$ cat src/sv/bfdh_fnv_unit.sv
// Shared FNV-1a 64-bit fold: (hash xor byte) times the FNV prime.
// Depends on nothing; the prime 2^40 + 0x1B3 is built from shifts and adds.
module bfdh_fnv_unit (
    input  logic [63:0] hash_in,
    input  logic [7:0]  byte_in,
    output logic [63:0] hash_out
);

    logic [63:0] mixed;

    // Xor the byte in, then multiply by the sparse prime
    assign mixed = hash_in ^ {56'd0, byte_in};
    assign hash_out = mixed + (mixed << 1) + (mixed << 4) + (mixed << 5)
                    + (mixed << 7) + (mixed << 8) + (mixed << 40);

endmodule

$ cat config.mk
export PLATFORM = sky130hd
export DESIGN_NAME = bfdh_fnv_unit
export DESIGN_NICKNAME = d
export VERILOG_FILES = /design/src/sv/bfdh_fnv_unit.sv
export SDC_FILE = /design/constraint.sdc
export NUM_CORES = 1
export LEC_CHECK = 0
export ABC_AREA = 1
export BUFFER_PORTS_ARGS = -buffer_cell sky130_fd_sc_hd__buf_2
export CAP_MARGIN = 30
export CELL_PAD_IN_SITES_DETAIL_PLACEMENT = 1
export CELL_PAD_IN_SITES_GLOBAL_PLACEMENT = 1
export CORE_MARGIN = 2
export CORE_UTILIZATION = 45
export DETAILED_ROUTE_END_ITERATION = 12
export PLACE_DENSITY_LB_ADDON = 0.1
export REMOVE_ABC_BUFFERS = 1
export SETUP_SLACK_MARGIN = 0.3
export SYNTH_ARGS = -nofsm -noshare
export SYNTH_HDL_FRONTEND = slang
export SYNTH_SLANG_ARGS = --single-unit
export TNS_END_PERCENT = 1
$ cat constraint.sdc
create_clock -name vclk -period 21.4
set_input_delay 6.42 -clock vclk [all_inputs]
set_output_delay 6.42 -clock vclk [all_outputs]
set_load 0.1 [all_outputs]
## Yosys cells after proc, flatten, opt, wreduce, memory -nomap -nowiden

Index checks and enable logic that the tools add are counted.

| word-level totals | value |
|---|---|
| register bits after elaboration | 0 |
| latch bits | 0 |
| memory bits (writable) | 0 |
| memory bits (read-only) | 0 |
| input port bits | 72 |
| output and inout bits | 64 |
| logic and storage cells | 7 |
| memories kept | 0 |

| cells by class | value |
|---|---|
| add/subtract/negate cells | 6 |
| multipliers | 0 |
| divide/modulo/power cells | 0 |
| magnitude comparators | 0 |
| equality and inequality tests | 0 |
| shift operators | 0 |
| multiplexer cells | 0 |
| bitwise operators | 1 |
| reduce and logical (&&, ||, !) cells | 0 |

Operators with widths:

| cell | count |
|---|---|
| $add 64x64->64 | 6 |
| $xor 64x8->64 | 1 |

## Logic depth before layout (Yosys ltp)

Gate-level depths: netlist of the first run.

| depth | value |
|---|---|
| word-level depth | 7 |
| gate-level depth with buffers | 25 |
| gate-level depth less buffers | 25 |

## Least setup slack after synthesis of the first run

No wires, ideal clock.

| path | value |
|---|---|
| path type | input -> output |
| start | input port byte_in[0] |
| end | output port hash_out[36] |
| arrival time | 11.880 ns |
| data required time | 14.980 ns |
| slack | 3.100 ns |
| cell stages on the path | 17 |
| buffers on the path | 0 |
| cell sequence | xnor2_1 -> inv_1 -> ha_1 -> inv_1 -> xor2_1 -> fa_1 -> fa_1 -> ha_1 -> ha_1 -> nand2_1 -> nor2_1 -> nand2_1 -> nand2_1 -> nand2_1 -> nand2_1 -> a21oi_1 -> xnor2_1 |

| on the way | value |
|---|---|
| cells in the longest elaborated chain, start to end | 7 |

RTL lines:

| what | line | source |
|---|---|---|
| start, declared | 5 | `input logic [7:0] byte_in,` |
| $xor 64x8->64 (*) | 12 | `assign mixed = hash_in ^ {56'd0, byte_in};` |
| $add 64x64->64 (3 in a row) | 13 | `assign hash_out = mixed + (mixed << 1) + (mixed << 4) + (mixed << 5)` |
| $add 64x64->64 | 14 | `+ (mixed << 7) + (mixed << 8) + (mixed << 40);` |
| $add 64x64->64 (*) (2 in a row) | 14 |  |
| end, declared | 6 | `output logic [63:0] hash_out` |

Every way passes the cells marked *; elsewhere a longest branch is shown, timed or not.

## Worst setup path in the final report of the first run

| path | value |
|---|---|
| start | input port byte_in[0] |
| end | output port hash_out[35] |

The elaborated chain is that of the path after synthesis.

==> parameters.txt, run 1 <==
Parameter                              Value

Drt
  Vias after detailed routing    11700
  Mean routed wirelength per cell    roughly 19 um
  Via-per-instance ratio    4.84
  Antenna Violating Nets Remaining    0
  Number of search-and-repair iterations in the first detailed-routing pass    5
  Wire length reported by the detailed router    44.9 mm
  Remaining routing DRC violations    0
  Drt first-iter violations    610

Synthesis
  Sequential-to-total area share from yosys stat    0
  Most area-consuming cells after synthesis    sky130_fd_sc_hd__fa_1, sky130_fd_sc_hd__inv_1, sky130_fd_sc_hd__nand2_1, sky130_fd_sc_hd__ha_1, sky130_fd_sc_hd__xor2_1
  Leading cell type by number of instances after synthesis    sky130_fd_sc_hd__inv_1
  Warning count from the yosys run    0
  Mapped Area    between 10000 and 15000 um^2
  Top cell type's share of synthesized area    0.385
  Average footprint of a synthesized cell    roughly 6.7 um^2
  Yosys cell types    24
  Synth Instances    around 1900
  Largest area contributor in the synthesized netlist    sky130_fd_sc_hd__fa_1
  Top cells by instance count after synthesis    sky130_fd_sc_hd__inv_1, sky130_fd_sc_hd__nand2_1, sky130_fd_sc_hd__fa_1, sky130_fd_sc_hd__ha_1, sky130_fd_sc_hd__nor2_1

Timing
  Final Setup Violations    0
  Max-slew violation count    0
  Measured slew at the worst slew-check pin    0.746 ns
  Highest Clock Rate    around 0.056 GHz
  Min Tclk post-route    around 18 ns
  Setup_tns    0 ns
  RSZ-0062 raised after global routing    false
  Worst Setup Slack, final    between 3 and 4 ns
  Final worst-path cycle share    0.841
  Total count of hold-check failures in the final report    0
  Relative slew margins    0.499

Placed design
  Port buffer count    136
  Placed wire-length estimate    42.3 mm
  Pre-CTS setup slack    3.43 ns
  Final weighted congestion in routability-driven placement    1.01
  Total instance count after detailed placement    roughly 2400

Floorplan
  Initial Util    0.457
  Die outline width    172 um
  Total Die Area    29700 um^2
  I/O pin cnt    136
  Die extent in y    around 170 um
  Core area    between 20000 and 30000 um^2
  Standard-cell row count    61

Layout
  Number of non-filler instances in the completed layout    2413
  Number of clock buffers in the layout    0
  Final sequential cell count    0
  Final-stage net count    2464
  Area of all sequential standard cells    0 um^2
  Synthesis-to-layout area growth    9.06%
  Layout cells sized above 1    0.0894
  Fin util    0.498
  Antenna Cells    0

Worst setup path
  Maximum fanout along the worst path    5
  Kind of critical path    primary input to output port
  Arrival @ worst endpoint    11.57 ns
  Crit end category    output port
  Data required, critical path    14.98 ns
  Startpoint kind of the worst setup timing path    primary input

Job
  Number of max-cap violations    0

GRT
  Aggregate global-route resource usage    0.321
  Vias in the first global route    between 10000 and 15000
  First-pass GRT wire length    71.0 mm
  Grt ovf    0
  Initial antenna violation count    0
  Maximum number of pins on one net before global-route repair    10

Clocking
  Number of gates given a new drive strength after cts    0
  Hold buffer count at cts    0
  Post-CTS Setup Bufs    0

Status
  Outcome    completed

Worst hold path
  Hold crit path type    primary input to output port
==> worst max-delay path, cell delays in order <==
cell	delay, ns
sky130_fd_sc_hd__buf_2	0.10
sky130_fd_sc_hd__xnor2_1	0.60
sky130_fd_sc_hd__inv_1	0.24
sky130_fd_sc_hd__ha_1	0.34
sky130_fd_sc_hd__inv_1	0.06
sky130_fd_sc_hd__xor2_1	0.18
sky130_fd_sc_hd__fa_1	0.56
sky130_fd_sc_hd__fa_1	0.54
sky130_fd_sc_hd__ha_1	0.32
sky130_fd_sc_hd__ha_1	0.37
sky130_fd_sc_hd__nand2_1	0.11
sky130_fd_sc_hd__nand2_1	0.06
sky130_fd_sc_hd__nand2_1	0.08
sky130_fd_sc_hd__nand3_1	0.27
sky130_fd_sc_hd__nand3_1	0.19
sky130_fd_sc_hd__nand2_1	0.16
sky130_fd_sc_hd__a21oi_1	0.36
sky130_fd_sc_hd__xnor2_1	0.16
sky130_fd_sc_hd__buf_2	0.44
==> cells in the final DEF (no fill, tap or decap), types with 2 or more instances in the layout <==
cell type	netlist	routed
sky130_fd_sc_hd__inv_1	675	675
sky130_fd_sc_hd__nand2_1	550	550
sky130_fd_sc_hd__fa_1	245	245
sky130_fd_sc_hd__buf_2	0	136
sky130_fd_sc_hd__ha_1	110	110
sky130_fd_sc_hd__nor2_1	81	81
sky130_fd_sc_hd__nand3_1	58	58
sky130_fd_sc_hd__a21oi_1	38	38
sky130_fd_sc_hd__xor2_1	35	35
sky130_fd_sc_hd__nand4_1	22	22
sky130_fd_sc_hd__xnor2_1	16	16
sky130_fd_sc_hd__nor2_2	16	16
sky130_fd_sc_hd__nand3_2	10	10
sky130_fd_sc_hd__nand2_2	8	8
sky130_fd_sc_hd__nor3_1	6	6
sky130_fd_sc_hd__o21ai_0	6	6
sky130_fd_sc_hd__o21bai_1	5	5
sky130_fd_sc_hd__inv_2	4	4
sky130_fd_sc_hd__and2_1	4	4
sky130_fd_sc_hd__or2_2	3	3
sky130_fd_sc_hd__nor3_2	2	2
sky130_fd_sc_hd__nand3b_1	2	2
==> per-layer routing <==
metal | GRT usage | up-vias | share of wire
met2 | 0.583 | 268 | 0.50
met5 | 0 | - | 0
li1 | - | 5593 | -
met3 | 0.0220 | 69 | 0.041
met1 | 0.416 | 5751 | 0.43
met4 | 0.0807 | 0 | 0.031
==> logic make-up (layout without fill, tap and decap cells) <==
logic type / count (synthesis) / after routing / synth area share
buffers and inverters: 679 / 815 / 0.200
XOR/XNOR: 52 / 52 / 0.0364
adder cells (fa/ha/maj): 355 / 355 / 0.493
AND/OR/NAND/NOR: 764 / 764 / 0.250
AO/OA/AOI/OAI: 49 / 49 / 0.0202
==> per-stage QoR <==
| stage | hold slack, ns | area [um^2] |
|---|---|---|
| after floorplan | 13.48 | 12700 |
| after global placement | 13.64 | 13900 |
| after detailed placement | 13.68 | 13900 |
| after CTS | 13.68 | 13900 |
| after global routing | 13.76 | 13900 |
| final | 13.66 | 13900 |
==> final timing paths <==
| kind | startpoint | end | slack, ns | cells past startpoint |
|---|---|---|---|---|
| worst max-delay path | byte_in[0] | hash_out[35] | 3.41 | 19 |
| worst min-delay path | hash_in[63] | hash_out[63] | 13.66 | 9 |
==> layout make-up <==
cell class	count	area [um^2]
inverters	679	2550
fillers	3824	14000
well taps	378	473
multi-input cells	1220	10200
repair buffers	136	681
Power of run 1 is not shown: default switching activity piles up to over one toggle a cycle in this logic, so the estimate is an artifact.
==> inputs of run 2 (changes only) <==
- clock period: 21.4 -> 17.9 ns (I/O delays scaled with it)
==> run 2 against run 1 <==
Wire length is 0.44% higher. Utilization unchanged. Critical path depth is the same. Worst hold slack worse by 2.1 ns. Global-route usage shrank 0.23 points. Worst setup slack lost 1.4 ns. Flip-flop and latch count is the same. Final cell count did not move. Die area stayed put. Clock-buffer cell count unchanged.
==> parameters.txt, run 2 (synthesized netlist as in run 1, its figures left out) <==
Parameter                              Value

Drt
  Mean routed wirelength per cell    18.7 um
  Via-per-instance ratio    approximately 4.9
  Wire length reported by the detailed router    45.1 mm
  Number of search-and-repair iterations in the first detailed-routing pass    5
  Drt first-iter violations    524
  Vias after detailed routing    about 12000
  Antenna Violating Nets Remaining    0
  Remaining routing DRC violations    0

Placed design
  Port buffer count    136
  Placed wire-length estimate    42.3 mm
  Placed inst area    13900 um^2
  Final weighted congestion in routability-driven placement    1.02

Timing
  Highest Clock Rate    0.0628 GHz
  Min Tclk post-route    15.93 ns
  Setup_tns    0 ns
  Relative slew margins    0.481
  Final Setup Violations    0
  Total count of hold-check failures in the final report    0
  Max-slew violation count    0
  Measured slew at the worst slew-check pin    between 0.7 and 0.8 ns
  RSZ-0062 raised after global routing    false
  Worst hold margin    11.55 ns
  Final worst-path cycle share    0.890

Worst setup path
  Data required, critical path    approximately 13 ns
  Longest individual stage delay on the worst path    0.62 ns
  Startpoint kind of the worst setup timing path    primary input
  Cells traversed along the worst timing path    buf_2 > xnor2_1 > inv_1 > ha_1 > inv_1 > xor2_1 > fa_1 > fa_1 > ha_1 > ha_1 > nand2_1 > nand2_1 > nand2_1 > nand3_1 > nand3_1 > nand2_1 > a21oi_1 > xnor2_1 > buf_2
  Critical-path cell with the highest stage delay    sky130_fd_sc_hd__xnor2_1
  Maximum fanout along the worst path    5
  Cell mode on critical path    sky130_fd_sc_hd__nand2_1
  Arrival @ worst endpoint    10.56 ns
  Kind of critical path    primary input to output port
  Crit end category    output port

Floorplan
  I/O pin cnt    136
  Die extent in y    172 um
  Total Die Area    ~30000 um^2
  Initial Util    0.457
  Standard-cell row count    61
  Die outline width    172 um
  Core area    27900 um^2

GRT
  Maximum number of pins on one net before global-route repair    10
  Initial antenna violation count    0
  Aggregate global-route resource usage    0.319
  First-pass GRT wire length    70.3 mm
  Grt ovf    0
  Vias in the first global route    12900

Worst hold path
  Hold crit path type    primary input to output port

Layout
  Synthesis-to-layout area growth    9.06%
  Area of all sequential standard cells    0 um^2
  Final-stage net count    2464
  Commonest non-fill, non-tap cell in the layout    sky130_fd_sc_hd__inv_1
  Fin util    0.498
  Most frequent cells in the layout    sky130_fd_sc_hd__inv_1, sky130_fd_sc_hd__nand2_1, sky130_fd_sc_hd__fa_1
  Number of clock buffers in the layout    0
  Final sequential cell count    0
  Antenna Cells    0
  Layout cells sized above 1    0.0894
  Post-route cell area    13900 um^2
  Fillers    3837

Clocking
  Post-CTS Setup Bufs    0
  Number of gates given a new drive strength after cts    0
  Hold buffer count at cts    0

Job
  Number of max-cap violations    0

Status
  Outcome    completed
[run 2: final cells by class]
type               count  area, um^2  area share
inverters            679        2550       0.184
repair buffers       136         681      0.0490
multi-input cells   1220       10200       0.733
well taps            378         473      0.0341
[run 2: worst paths after layout]
path	startpoint	end	slack [ns]	cells past startpoint
setup / recovery	byte_in[0]	hash_out[35]	1.97	19
hold / removal	hash_in[63]	hash_out[63]	11.55	9
[run 2: layer usage]
| layer | wire length (um) | track usage |
|---|---|---|
| met1 | 19800 | 0.415 |
| met2 | 22400 | 0.583 |
| met3 | 1600 | 0.0165 |
| met4 | 1300 | 0.0764 |
| met5 | 0 | 0 |
[run 2: stage by stage]
step                cells  worst slack (ns)
finish               2413              1.97
global route         2413              1.67
CTS                  2413              1.96
detailed placement   2413              1.97
global placement     2413              2.09
floorplan            1899              1.70
[run 2: critical path, delay by kind of cell]
kind                       cells  cell delay, ns
AOI/OAI and AO/OA              1            0.34
xor gates and xnor gates       3            0.96
adders and majority gates      5            2.14
buffers and inverters          4            0.85
and+or+nand+nor                6            0.89
Power of run 2 is left out for the same reason.
